`src/sv/tesl_pkg.sv`:
```
// shared types and constants of the trapezoid envelope slew limiter
`default_nettype none
package tesl_pkg;

    localparam int IdxW  = 3;
    localparam int CfgW  = 20;
    localparam int LvlW  = 16;
    localparam int TimeW = 16;
    localparam int DurW  = 17;
    localparam int RateW = 20;
    localparam int ProdW = RateW + DurW;
    localparam int StepW = RateW + TimeW - 10;
    localparam int DivDendW = 32;
    localparam int DivSteps = 16;
    localparam int DivCntW  = $clog2(DivSteps);
    localparam int SDataW   = 88;
    localparam int MDataW   = 40;

    localparam logic [LvlW-1:0] LevelOne   = 16'd32768;
    localparam logic [LvlW-1:0] VisibleMin = 16'd33;
    localparam logic [DurW-1:0] ExtraTime  = 17'd102;

    // register indexes
    localparam logic [IdxW-1:0] RegIdleLevel   = 3'd0;
    localparam logic [IdxW-1:0] RegPeakLevel   = 3'd1;
    localparam logic [IdxW-1:0] RegRiseRate    = 3'd2;
    localparam logic [IdxW-1:0] RegFallRate    = 3'd3;
    localparam logic [IdxW-1:0] RegFallbackDur = 3'd4;
    localparam logic [IdxW-1:0] RegPeakTime    = 3'd5;
    localparam logic [IdxW-1:0] RegModeFlags   = 3'd6;

    // mode flag bits
    localparam int ModePlateau  = 0;
    localparam int ModeHoldPeak = 1;
    localparam int ModeSlotPeak = 2;
    localparam int ModeBoost    = 3;

    typedef struct packed {
        logic [TimeW-1:0] frame_time;
        logic             boost_on;
        logic [TimeW-1:0] slot_end;
        logic [TimeW-1:0] slot_start;
        logic             has_window;
        logic [TimeW-1:0] clip_duration;
        logic [TimeW-1:0] clip_time;
        logic             in_clip;
        logic             halted;
    } item_t;

    typedef struct packed {
        logic [LvlW-1:0]  idle_level;
        logic [LvlW-1:0]  peak_level;
        logic [TimeW-1:0] fallback_duration;
        logic [DurW-1:0]  peak_time;
        logic [3:0]       mode_flags;
    } env_cfg_t;

    // segment chosen for one item: a constant level or an interpolation
    typedef struct packed {
        logic            direct;
        logic [LvlW-1:0] direct_level;
        logic [LvlW-1:0] from;
        logic            desc;
        logic [LvlW-1:0] diff;
        logic [DurW-1:0] num;
        logic [DurW-1:0] den;
    } seg_t;

endpackage
`default_nettype wire

```
`src/sv/tesl_div.sv`:
```
// serial restoring divider, one quotient bit per cycle
`default_nettype none
module tesl_div (
    input  wire logic                              aclk,
    input  wire logic                              aresetn,
    input  wire logic                              start,
    input  wire logic [tesl_pkg::DivDendW-1:0]     dividend,
    input  wire logic [tesl_pkg::DurW-1:0]         divisor,
    output logic                                   done,
    output logic [tesl_pkg::DivSteps-1:0]          quotient
);

    logic [tesl_pkg::DurW-1:0]     rem_reg;
    logic [tesl_pkg::DivSteps-1:0] low_reg;
    logic [tesl_pkg::DurW-1:0]     den_reg;
    logic [tesl_pkg::DivCntW-1:0]  cnt_reg;
    logic                          busy_reg;
    logic                          done_reg;

    logic [tesl_pkg::DurW:0] trial;
    logic [tesl_pkg::DurW:0] trial_sub;
    logic                    ge;

    always_comb begin
        trial     = {rem_reg, low_reg[tesl_pkg::DivSteps-1]};
        ge        = trial >= {1'b0, den_reg};
        trial_sub = trial - {1'b0, den_reg};
    end

    // quotient is known to fit in DivSteps bits, so the high half starts below the divisor
    always_ff @(posedge aclk) begin
        if (!aresetn) begin
            busy_reg <= 1'b0;
            done_reg <= 1'b0;
            cnt_reg  <= '0;
        end else begin
            done_reg <= 1'b0;
            if (start) begin
                rem_reg  <= {1'b0, dividend[tesl_pkg::DivDendW-1:tesl_pkg::DivSteps]};
                low_reg  <= dividend[tesl_pkg::DivSteps-1:0];
                den_reg  <= divisor;
                cnt_reg  <= '0;
                busy_reg <= 1'b1;
            end else if (busy_reg) begin
                rem_reg <= ge ? trial_sub[tesl_pkg::DurW-1:0] : trial[tesl_pkg::DurW-1:0];
                low_reg <= {low_reg[tesl_pkg::DivSteps-2:0], ge};
                cnt_reg <= cnt_reg + 1'b1;
                if (cnt_reg == tesl_pkg::DivCntW'(tesl_pkg::DivSteps - 1)) begin
                    busy_reg <= 1'b0;
                    done_reg <= 1'b1;
                end
            end
        end
    end

    assign done     = done_reg;
    assign quotient = low_reg;

endmodule
`default_nettype wire

```
`src/sv/tesl_seg.sv`:
```
// envelope segment selection: picks a constant level or an interpolation span
`default_nettype none
module tesl_seg (
    input  wire tesl_pkg::item_t    item,
    input  wire tesl_pkg::env_cfg_t cfg,
    output tesl_pkg::seg_t          seg
);

    function automatic logic [tesl_pkg::DurW-1:0] umin(
        input logic [tesl_pkg::DurW-1:0] a,
        input logic [tesl_pkg::DurW-1:0] b
    );
        return (a < b) ? a : b;
    endfunction

    function automatic logic [tesl_pkg::DurW-1:0] umax(
        input logic [tesl_pkg::DurW-1:0] a,
        input logic [tesl_pkg::DurW-1:0] b
    );
        return (a > b) ? a : b;
    endfunction

    function automatic logic [tesl_pkg::DurW-1:0] atleast1(input logic [tesl_pkg::DurW-1:0] a);
        return (a == '0) ? tesl_pkg::DurW'(1) : a;
    endfunction

    logic [tesl_pkg::LvlW-1:0] idle, peak;
    logic                      up_desc;
    logic [tesl_pkg::LvlW-1:0] up_diff;
    logic [tesl_pkg::DurW-1:0] ct, cd, ss, se, fb1;
    logic [tesl_pkg::DurW-1:0] p_dur, p_t, p_re, p_he;
    logic [tesl_pkg::DurW-1:0] tr_dur, tr_t, pk_raw, pk;
    logic                      use_slot;

    always_comb begin
        idle = (cfg.idle_level > tesl_pkg::LevelOne) ? tesl_pkg::LevelOne : cfg.idle_level;
        peak = (cfg.peak_level > tesl_pkg::LevelOne) ? tesl_pkg::LevelOne : cfg.peak_level;
        up_desc = peak < idle;
        up_diff = up_desc ? (idle - peak) : (peak - idle);

        ct  = {1'b0, item.clip_time};
        cd  = {1'b0, item.clip_duration};
        ss  = {1'b0, item.slot_start};
        se  = {1'b0, item.slot_end};
        fb1 = atleast1({1'b0, cfg.fallback_duration});

        // plateau shape
        p_dur = (cd == '0) ? umax(fb1, se + tesl_pkg::ExtraTime) : cd;
        p_t   = umin(ct, p_dur);
        p_re  = umin(ss, p_dur);
        p_he  = umin(umax(se, p_re), p_dur);

        // triangle shape
        if (cd != '0) begin
            tr_dur = cd;
        end else if (item.has_window) begin
            tr_dur = umax(fb1, ss + tesl_pkg::ExtraTime);
        end else begin
            tr_dur = fb1;
        end
        use_slot = cfg.mode_flags[tesl_pkg::ModeSlotPeak] && item.has_window && (ss != '0);
        if (use_slot) begin
            pk_raw = ss;
        end else if (cfg.peak_time[tesl_pkg::DurW-1]) begin
            pk_raw = tr_dur >> 1;
        end else begin
            pk_raw = {1'b0, cfg.peak_time[tesl_pkg::DurW-2:0]};
        end
        pk   = umin(pk_raw, tr_dur);
        tr_t = umin(ct, tr_dur);

        seg.direct       = 1'b1;
        seg.direct_level = idle;
        seg.from         = idle;
        seg.desc         = up_desc;
        seg.diff         = up_diff;
        seg.num          = '0;
        seg.den          = tesl_pkg::DurW'(1);

        priority if (item.halted) begin
            seg.direct_level = idle;
        end else if (!item.in_clip) begin
            seg.direct_level = (cfg.mode_flags[tesl_pkg::ModeBoost] && item.boost_on) ? peak : idle;
        end else if (cfg.mode_flags[tesl_pkg::ModePlateau] && item.has_window) begin
            if (p_t <= p_re) begin
                seg.direct = 1'b0;
                seg.num    = p_t;
                seg.den    = atleast1(p_re);
            end else if (p_t <= p_he) begin
                seg.direct_level = peak;
            end else begin
                seg.direct = 1'b0;
                seg.from   = peak;
                seg.desc   = !up_desc && (up_diff != '0);
                seg.num    = p_t - p_he;
                seg.den    = atleast1(p_dur - p_he);
            end
        end else if (cfg.mode_flags[tesl_pkg::ModeHoldPeak]) begin
            seg.direct_level = peak;
        end else begin
            seg.direct = 1'b0;
            if (tr_t <= pk) begin
                seg.num = tr_t;
                seg.den = atleast1(pk);
            end else begin
                seg.from = peak;
                seg.desc = !up_desc && (up_diff != '0);
                seg.num  = tr_t - pk;
                seg.den  = atleast1(tr_dur - pk);
            end
        end
    end

endmodule
`default_nettype wire

```
`src/sv/trapezoid_envelope_slew_limiter.sv`:
```
// sequence: a constant target goes through ST_SEG, ST_SMUL and ST_SLEW; an interpolated
// target also passes ST_MUL, ST_DIVGO and ST_DIVW, where the 16-step serial divider runs
// throughput: one item at a time, accepted only in ST_IDLE; the next word is taken once
// the current result is registered, even while that result waits on m_tready
// reset: synchronous active low; registers return to defaults, level and valid clear
`default_nettype none
module trapezoid_envelope_slew_limiter (
    input  wire logic                          aclk,
    input  wire logic                          aresetn,
    input  wire logic                          cfg_wr_en,
    input  wire logic [tesl_pkg::IdxW-1:0]     cfg_wr_index,
    input  wire logic [tesl_pkg::CfgW-1:0]     cfg_wr_data,
    input  wire logic                          s_tvalid,
    output logic                               s_tready,
    // halted, in_clip, clip_time, clip_duration, has_window, slot_start, slot_end,
    // boost_on, frame_time
    input  wire logic [tesl_pkg::SDataW-1:0]   s_tdata,
    output logic                               m_tvalid,
    input  wire logic                          m_tready,
    // level, target_level, visible
    output logic [tesl_pkg::MDataW-1:0]        m_tdata
);

    typedef enum logic [2:0] {
        ST_IDLE,
        ST_SEG,
        ST_MUL,
        ST_DIVGO,
        ST_DIVW,
        ST_SMUL,
        ST_SLEW
    } state_t;

    state_t state_reg;

    logic [tesl_pkg::LvlW-1:0]  idle_level_reg, peak_level_reg;
    logic [tesl_pkg::RateW-1:0] rise_rate_reg, fall_rate_reg;
    logic [tesl_pkg::TimeW-1:0] fallback_reg;
    logic [tesl_pkg::DurW-1:0]  peak_time_reg;
    logic [3:0]                 mode_flags_reg;

    tesl_pkg::item_t    item_reg;
    tesl_pkg::env_cfg_t cfg;
    tesl_pkg::seg_t     seg, seg_reg;

    logic [tesl_pkg::LvlW-1:0]  target_reg;
    logic [tesl_pkg::LvlW-1:0]  applied_reg;
    logic                       valid_reg;
    logic [tesl_pkg::ProdW-1:0] prod_reg;
    logic                       m_tvalid_reg;
    logic [tesl_pkg::MDataW-1:0] m_tdata_reg;

    logic                       div_done;
    logic [tesl_pkg::DivSteps-1:0] div_q;

    logic [tesl_pkg::RateW-1:0] mul_a;
    logic [tesl_pkg::DurW-1:0]  mul_b;

    logic                       rising, falling;
    logic [tesl_pkg::RateW-1:0] rate;
    logic [tesl_pkg::StepW-1:0] step;
    logic [tesl_pkg::StepW:0]   rise_sum;
    logic [tesl_pkg::LvlW-1:0]  rise_lvl, fall_lvl, gap, level_next;

    always_comb begin
        cfg.idle_level        = idle_level_reg;
        cfg.peak_level        = peak_level_reg;
        cfg.fallback_duration = fallback_reg;
        cfg.peak_time         = peak_time_reg;
        cfg.mode_flags        = mode_flags_reg;
    end

    tesl_seg u_seg (
        .item (item_reg),
        .cfg  (cfg),
        .seg  (seg)
    );

    tesl_div u_div (
        .aclk     (aclk),
        .aresetn  (aresetn),
        .start    (state_reg == ST_DIVGO),
        .dividend (prod_reg[tesl_pkg::DivDendW-1:0]),
        .divisor  (seg_reg.den),
        .done     (div_done),
        .quotient (div_q)
    );

    // slew decision against the registered target
    always_comb begin
        rising  = {1'b0, target_reg} > ({1'b0, applied_reg} + 17'd1);
        falling = ({1'b0, target_reg} + 17'd1) < {1'b0, applied_reg};
        if (rising) begin
            rate = rise_rate_reg;
        end else if (falling) begin
            rate = fall_rate_reg;
        end else begin
            rate = '0;
        end
        step     = prod_reg[tesl_pkg::ProdW-2:10];
        rise_sum = {{(tesl_pkg::StepW + 1 - tesl_pkg::LvlW){1'b0}}, applied_reg}
                 + {1'b0, step};
        rise_lvl = (rise_sum > {{(tesl_pkg::StepW + 1 - tesl_pkg::LvlW){1'b0}}, target_reg})
                 ? target_reg : rise_sum[tesl_pkg::LvlW-1:0];
        gap      = applied_reg - target_reg;
        fall_lvl = ({{(tesl_pkg::StepW - tesl_pkg::LvlW){1'b0}}, gap} <= step)
                 ? target_reg : (applied_reg - step[tesl_pkg::LvlW-1:0]);
        priority if (item_reg.halted) begin
            level_next = seg_reg.direct_level;
        end else if (!valid_reg || rate == '0) begin
            level_next = target_reg;
        end else if (rising) begin
            level_next = rise_lvl;
        end else begin
            level_next = fall_lvl;
        end
    end

    // shared multiplier operands: span product, then slew step
    always_comb begin
        if (state_reg == ST_SMUL) begin
            mul_a = rate;
            mul_b = {1'b0, item_reg.frame_time};
        end else begin
            mul_a = {{(tesl_pkg::RateW - tesl_pkg::LvlW){1'b0}}, seg_reg.diff};
            mul_b = seg_reg.num;
        end
    end

    always_ff @(posedge aclk) begin
        if (!aresetn) begin
            state_reg      <= ST_IDLE;
            idle_level_reg <= '0;
            peak_level_reg <= tesl_pkg::LevelOne;
            rise_rate_reg  <= '0;
            fall_rate_reg  <= '0;
            fallback_reg   <= 16'd1024;
            peak_time_reg  <= '1;
            mode_flags_reg <= '0;
            applied_reg    <= '0;
            valid_reg      <= 1'b0;
            m_tvalid_reg   <= 1'b0;
        end else begin
            if (cfg_wr_en) begin
                unique case (cfg_wr_index)
                    tesl_pkg::RegIdleLevel:   idle_level_reg <= cfg_wr_data[tesl_pkg::LvlW-1:0];
                    tesl_pkg::RegPeakLevel:   peak_level_reg <= cfg_wr_data[tesl_pkg::LvlW-1:0];
                    tesl_pkg::RegRiseRate:    rise_rate_reg  <= cfg_wr_data;
                    tesl_pkg::RegFallRate:    fall_rate_reg  <= cfg_wr_data;
                    tesl_pkg::RegFallbackDur: fallback_reg   <= cfg_wr_data[tesl_pkg::TimeW-1:0];
                    tesl_pkg::RegPeakTime:    peak_time_reg  <= cfg_wr_data[tesl_pkg::DurW-1:0];
                    tesl_pkg::RegModeFlags:   mode_flags_reg <= cfg_wr_data[3:0];
                    default: ;
                endcase
            end

            // in ST_SLEW the new result takes over the output register
            if (m_tvalid_reg && m_tready && state_reg != ST_SLEW) begin
                m_tvalid_reg <= 1'b0;
            end

            unique case (state_reg)
                ST_IDLE: begin
                    if (s_tvalid) begin
                        item_reg  <= tesl_pkg::item_t'(s_tdata[$bits(tesl_pkg::item_t)-1:0]);
                        state_reg <= ST_SEG;
                    end
                end
                ST_SEG: begin
                    seg_reg    <= seg;
                    target_reg <= seg.direct_level;
                    state_reg  <= seg.direct ? ST_SMUL : ST_MUL;
                end
                ST_MUL: begin
                    prod_reg  <= mul_a * mul_b;
                    state_reg <= ST_DIVGO;
                end
                ST_DIVGO: begin
                    state_reg <= ST_DIVW;
                end
                ST_DIVW: begin
                    if (div_done) begin
                        target_reg <= seg_reg.desc ? (seg_reg.from - div_q)
                                                   : (seg_reg.from + div_q);
                        state_reg  <= ST_SMUL;
                    end
                end
                ST_SMUL: begin
                    prod_reg  <= mul_a * mul_b;
                    state_reg <= ST_SLEW;
                end
                ST_SLEW: begin
                    // wait for the output register to free up
                    if (!m_tvalid_reg || m_tready) begin
                        applied_reg  <= level_next;
                        valid_reg    <= 1'b1;
                        m_tdata_reg  <= {7'd0, level_next > tesl_pkg::VisibleMin,
                                         target_reg, level_next};
                        m_tvalid_reg <= 1'b1;
                        state_reg    <= ST_IDLE;
                    end
                end
                default: state_reg <= ST_IDLE;
            endcase
        end
    end

    assign s_tready = (state_reg == ST_IDLE);
    assign m_tvalid = m_tvalid_reg;
    assign m_tdata  = m_tdata_reg;

endmodule
`default_nettype wire
```
`config.mk`:
```
export PLATFORM = sky130hd
export DESIGN_NAME = trapezoid_envelope_slew_limiter
export DESIGN_NICKNAME = d
export VERILOG_FILES = /design/src/sv/tesl_pkg.sv /design/src/sv/tesl_div.sv /design/src/sv/tesl_seg.sv /design/src/sv/trapezoid_envelope_slew_limiter.sv
export SDC_FILE = /design/constraint.sdc
export NUM_CORES = 2
export LEC_CHECK = 0
export ABC_CLOCK_PERIOD_IN_PS = 13200
export CORE_ASPECT_RATIO = 1.2
export CORE_UTILIZATION = 55
export CTS_CLUSTER_DIAMETER = 60
export CTS_CLUSTER_SIZE = 20
export DETAILED_ROUTE_END_ITERATION = 10
export DONT_BUFFER_PORTS = 1
export PLACE_DENSITY = 0.7
export SYNTH_ARGS = -nofsm -noshare
export SYNTH_HDL_FRONTEND = slang
export SYNTH_SLANG_ARGS = --single-unit
export TNS_END_PERCENT = 10
```
`constraint.sdc`:
```
create_clock -name aclk -period 13.2 [get_ports aclk]
set_input_delay 2.64 -clock aclk [delete_from_list [all_inputs] [get_ports aclk]]
set_output_delay 2.64 -clock aclk [all_outputs]
set_load 0.1 [all_outputs]
```
### Yosys cells after proc, flatten, opt, wreduce, memory -nomap -nowiden

Index checks and enable logic that the tools add are counted.

* output and inout port bits: 42
* flip-flop bits (word level): 438
* logic and storage cells: 212

* eq/ne operators: 17
* order comparisons: 20
* reductions and logical operators: 46
* $add $sub $neg: 17
* muxes and demuxes: 72
* multipliers: 1
* bitwise logic cells: 3

Operators by type and width (number)
* 2-to-1 mux 17 bit: 24
* 2-to-1 mux 16 bit: 20
* 2-to-1 mux 34 bit: 6
* subtractor 17 bit: 5
* subtractor 16 bit: 5
* logical NOT 17 bit: 4
* 2-to-1 mux 20 bit: 3
* <= comparator 17 bit: 3
* < comparator 16 x 17 -> 1 bit: 3
* nonzero test 16 bit: 3
* multiplier 20 x 17 -> 36 bit: 1
* adder 16 x 1 -> 17 bit, second input constant: 2
* adder 16 x 7 -> 17 bit, second input constant: 2
* > comparator 16 x 17 -> 1 bit: 2
* > comparator 17 bit: 2
* < comparator 17 bit: 2
* 2-to-1 mux 33 bit: 1
* > comparator 16 bit, second input constant: 2
* logical NOT 16 bit: 2
* case mux 16 bit (2 select lines): 1
* adder 16 x 26 -> 27 bit: 1
* > comparator 27 x 16 -> 1 bit: 1
* <= comparator 16 x 26 -> 1 bit: 1
* AND reduction 2 bit: 12
* 26 further kinds: 68

### Longest topological paths before layout

* depth in word-level cells: 19
* depth in mapped cells: 65

### Modules after synthesis

From an unflattened synthesis, not the netlist that was laid out.

* cell total of the unflattened synthesis: 5235
* area total of the unflattened synthesis: 45889.0 um^2

Modules (own cells, without submodules)
* trapezoid_envelope_slew_limiter: area each 30202.7 um^2, cells an instance 3156, instances 1
* tesl_seg: area each 12338.1 um^2, cells an instance 1784, instances 1
* tesl_div: area each 3348.2 um^2, cells an instance 295, instances 1

### Worst setup path after synthesis

OpenSTA, ideal clock, no wires.

* path type: reg-to-reg
* start: reg item_reg[52] (netlist bit)
* end: reg seg_reg[0] (netlist bit) (data pin)
* clock period less this slack: 11.861 ns
* slack: 1.339 ns
* stages on the path, launching flop included: 60
* required time: 13.070 ns
* path buffers: 6
* data arrival time: 11.730 ns
* path through: edfxtp_1 > inv_1 > ha_1 > nand3b_1 > nand2_1 > and2_1 > nand2b_1 > xnor2_1 > inv_1 > ha_1 > nand4_1 > nor2_1 > o21ai_0 > a311o_1 > buf_2 > buf_1 > nand2_1 > o21ai_0 > (+24 left out) > or4_1 > o211ai_1 > buf_1 > a21oi_1 > ha_1 > fa_1 > nand2b_1 > a21oi_1 > o21ai_0 > a211oi_1 > nor2_1 > a211o_1 > o211ai_1 > a31oi_1 > xor2_1 > o311a_1 > nor3_1 > o22a_1

* word-level cells in the longest chain between the ends: 16
* elaborated cells on any way between the ends: 22
* classes of those cells: 2 x add/sub; 7 x order compare; 11 x mux; 2 x reduce/logical

RTL lines
* from (decl): RTL line trapezoid_envelope_slew_limiter.sv:42 `tesl_pkg::item_t item_reg;`
* from (signal assigned): RTL line trapezoid_envelope_slew_limiter.sv:165 `item_reg <= tesl_pkg::item_t'(s_tdata[$bits(tesl_pkg::item_t)-1:0]);`
* adder 16 x 7 -> 17 bit: RTL line tesl_seg.sv:48 `p_dur = (cd == '0) ? umax(fb1, se + tesl_pkg::ExtraTime) : cd;`
* > comparator 17 bit: RTL line tesl_seg.sv:20 `return (a > b) ? a : b;`
* 2-to-1 mux 17 bit: RTL line tesl_seg.sv:20
* 2-to-1 mux 17 bit: RTL line tesl_seg.sv:48
* < comparator 16 x 17 -> 1 bit: RTL line tesl_seg.sv:13 `return (a < b) ? a : b;`
* 2-to-1 mux 17 bit: RTL line tesl_seg.sv:13
* > comparator 16 x 17 -> 1 bit: RTL line tesl_seg.sv:20
* 2-to-1 mux 17 bit: RTL line tesl_seg.sv:20
* < comparator 17 bit: RTL line tesl_seg.sv:13
* 2-to-1 mux 17 bit: RTL line tesl_seg.sv:13
* subtractor 17 bit: RTL line tesl_seg.sv:96 `seg.den = atleast1(p_dur - p_he);`
* logical NOT 17 bit: RTL line tesl_seg.sv:24 `return (a == '0) ? tesl_pkg::DurW'(1) : a;`
* 2-to-1 mux 17 bit: RTL line tesl_seg.sv:24
* 2-to-1 mux 34 bit: RTL line tesl_seg.sv:89 `end else if (p_t <= p_he) begin`
* 2-to-1 mux 34 bit *: RTL line tesl_seg.sv:85 `if (p_t <= p_re) begin`
* 2-to-1 mux 34 bit *: RTL line tesl_seg.sv:84 `end else if (cfg.mode_flags[tesl_pkg::ModePlateau] && item.has_window) begin`
* to (signal assigned): RTL line trapezoid_envelope_slew_limiter.sv:170 `seg_reg <= seg;`
* to (decl): RTL line trapezoid_envelope_slew_limiter.sv:44 `tesl_pkg::seg_t seg, seg_reg;`

Mark *: on every way between the ends. The rest lies on a longest branch, timed or not.
A chain may end at the register's enable or synchronous reset.

### Worst setup path in the final report

* start: reg item_reg[53] (netlist bit)
* end: reg seg_reg[0] (netlist bit) (data pin)

The elaborated chain is that of the path after synthesis.

==> results.toml <==
[run_status]
status = "complete, no violations"

[timing]
final.setup_skew_ns = 0.0590
post-route-period-util_pct = 94.5
hold_viol = 0
whs_ns = 0.405
slew_headroom_pct = 18.4
tns_ns = 0
slew_violations = 0
setup_slack_ns = 0.720
timing.fmax_mhz = 80.1
tightestPinTransition_ns = 1.22
min_period_ns = 12.48
setup_viol = 0
rsz0062_at_grt = "no"

[drt]
wire_per_inst_um = 23.7
dr.pass1.iters = 6
ant_nets = 0
wl_met3_mm = 8.29
drcViolationCount = 0
drt_iter0_markers = 2933
viasPerCell = 6.06
met1_length_mm = 53.7
via_count = 38000
highest_layer = "met5"
met2WireLength_mm = 72.9
finalWirelength_mm = 148

[global_route]
grt_pass1_wl_mm = 222
grt_antenna_before_repair = 2
grt-ovfl-total = 0
grt_pass1_vias = 37400
grt_max_degree = 141
grt_usage_pct = 35.7

[clock_tree]
clock_sinks = 438
cts_tree = "built"
clockRootBuffer = "clkbuf_16"
clock_latency_ns = 0.64
clk_pin_slew_ns = 0.07
numCtsBuffers = 40
htreeDepth = 2
clock_path_buffers = 3
hold_buffers = 0

[place]
io_buffers = 0
place_ws_ns = 0.639
gp_congestion = 1.02
place_hpwl_mm = 121

[synth]
synth_cells = 5101
synth_seq_cells = 438
synth.avg_cell_area_um2 = 8.78
async_reset_ff_share_pct = 0
synth_top_cell_by_area = "edfxtp_1"
synthTopCellsByArea = "edfxtp_1 20%, ha_1 14%, fa_1 12%"
synth_top_area_share_pct = 20.2
yosysWarningCount = 0
seq_area_frac_synth_pct = 26.3
synth_edf_count = 302
syn-cell-area_mm2 = 0.0448
synth_cell_types = 102
synth_ff_type = "edfxtp_1"

[power_and_ir_drop]
p_leak_uw = 0.0218
fin_total_pwr_uw = 11000
power_density_mw_per_mm2 = 227
irDropWorstVdd_v = 0.000594

[critical_path]
required_ns = 13.65
path_class = "flop to flop"
crit_path_start_kind = "flop"
endpoint_kind = "flop"
worst_path_max_delay_cell = "or4_1"
arrival_ns = 12.93
cp_max_fo = 18
crit_path_max_incr_delay_ns = 0.51

[floorplan]
die_h_um = 315
die_w_um = 263
row_count = 114
dieArea_mm2 = 0.0826
core_mm2 = 0.0806
pin_count = 158
initial_core_util_pct = 55.6

[finish]
largest_reg_flops = 84
num-fill-cells = 7049
final_core_util_pct = 60.4
fin_nets = 6076
drive_gt1_share_pct = 7.70
syn_to_final_growth_pct = 8.70

[min_path]
hold_class = "flop to flop"

[flow_run]
drv_cap = 0
==> placed cells by master (no fill, tap or decap), types with 24 or more instances in the layout <==
| cell | netlist | layout |
|---|---|---|
| ha_1 | 493 | 493 |
| dfxtp_1 | 136 | 136 |
| o21ai_1 | 42 | 46 |
| mux2i_1 | 112 | 112 |
| o22ai_1 | 26 | 26 |
| nor2b_1 | 77 | 77 |
| a22oi_1 | 35 | 35 |
| nand4_1 | 59 | 59 |
| and2_1 | 38 | 38 |
| inv_1 | 556 | 556 |
| fa_1 | 279 | 279 |
| o21ai_0 | 194 | 189 |
| edfxtp_1 | 302 | 302 |
| o21bai_1 | 24 | 24 |
| o211ai_1 | 29 | 29 |
| xor2_1 | 62 | 62 |
| mux2_2 | 43 | 43 |
| a21o_1 | 94 | 94 |
| buf_4 | 10 | 219 |
| a21boi_0 | 110 | 108 |
| nand2b_1 | 44 | 44 |
| or3_1 | 34 | 34 |
| nand2_1 | 768 | 768 |
| nor4_1 | 51 | 50 |
| nor3_1 | 89 | 87 |
| and3_1 | 45 | 44 |
| clkbuf_16 | 0 | 42 |
| o21a_1 | 49 | 49 |
| a211oi_1 | 30 | 28 |
| xnor2_1 | 155 | 155 |
| nand3_1 | 111 | 111 |
| a21oi_1 | 214 | 213 |
| nor2_1 | 342 | 341 |
==> stage by stage <==
stage               area, µm²  instances
global placement        47200       6188
finish                  48700       6264
CTS                     48700       6261
global route            48700       6263
floorplan               44800       5115
detailed placement      47200       6188
==> area by class of cell <==
type                            count  area (µm²)  share of cell area (%)
Antenna cell                        1        2.50                 0.00514
Clock buffer                       48        1090                    2.25
Clock inverter                     25         364                   0.748
Inverter                          559        2100                    4.31
Multi-Input combinational cell   3921       30200                    62.0
Sequential cell                   438       11800                    24.2
Tap cell                         1044        1310                    2.68
Timing Repair Buffer              228        1820                    3.74
==> worst max-delay path: cells and delay by family (launching register included) <==
family                     cells  cell delay [ns]
AOI/OAI and AO/OA             22             4.32
and+or+nand+nor               16             3.13
buffers and inverters         11             1.80
adders and majority gates      6             1.77
DFF                            1             0.44
muxes                          2             0.43
xor gates and xnor gates       2             0.40
==> synthesized netlist by cell type, types with 10 or more instances <==
cell type  number
a41oi_1        11
clkbuf_1      160
o211ai_1       29
nand2_1       768
and4_1         11
a21o_1         94
a21boi_0      110
edfxtp_1      302
o221ai_1       13
mux2i_1       112
a211oi_1       30
buf_2          15
nor3b_1        14
nand4_1        59
xor2_1         62
o21a_1         49
fa_1          279
mux2_2         43
a21boi_1       11
ha_1          493
nor3_1         89
or2_2          13
buf_4          10
and3_1         45
a22oi_1        35
nand2b_1       44
or3_1          34
nor4_1         51
and2_1         38
o21ai_1        42
o21ai_0       194
a21oi_1       214
dfxtp_1       136
nor2_1        342
a31oi_1        22
nor2b_1        77
xnor2_1       155
inv_1         556
o21bai_1       24
nand3_1       111
o22ai_1        26
==> metal layers <==
layer / track usage (%) / vias to the layer above
met5: 0 / -
met4: 27.6 / 4
met3: 4.36 / 545
met2: 63.2 / 1500
met1: 39.2 / 18100
li1: - / 17800
==> final timing paths <==
| kind | startpoint | to | slack [ns] | cells past startpoint |
|---|---|---|---|---|
| hold reg to reg | seg_reg[3] | u_div.den_reg[3] | 0.40 | 0 |
| setup reg to reg | item_reg[53] | seg_reg[0] | 0.72 | 59 |
| hold / removal | seg_reg[3] | u_div.den_reg[3] | 0.40 | 0 |
| setup / recovery | item_reg[53] | seg_reg[0] | 0.72 | 59 |
==> where the power goes <==
| group | switching, µW | internal, µW |
|---|---|---|
| registers | 145 | 1900 |
| clock network | 629 | 668 |
| logic | 4550 | 3140 |
| total | 5330 | 5700 |
==> cells by family (layout without fill, tap and decap cells) <==
logic type	count (synthesis)	count (layout)	share of synthesized area [%]
simple gates	1725	1725	17.6
compound gates	1028	1028	15.3
fa+ha+maj	772	772	26.2
buf+inv	756	860	6.51
flops	438	438	26.3
xor+xnor	217	217	4.24
mux	163	163	3.80
other cells	2	17	0.0168
==> timing repair <==
| action | CTS | global route |
|---|---|---|
| setup buffers | 0 | 2 |
| gates resized for setup | 0 | 10 |
| setup endpoints to repair | 0 | 70 |
Power figures use the tool's default switching activity.
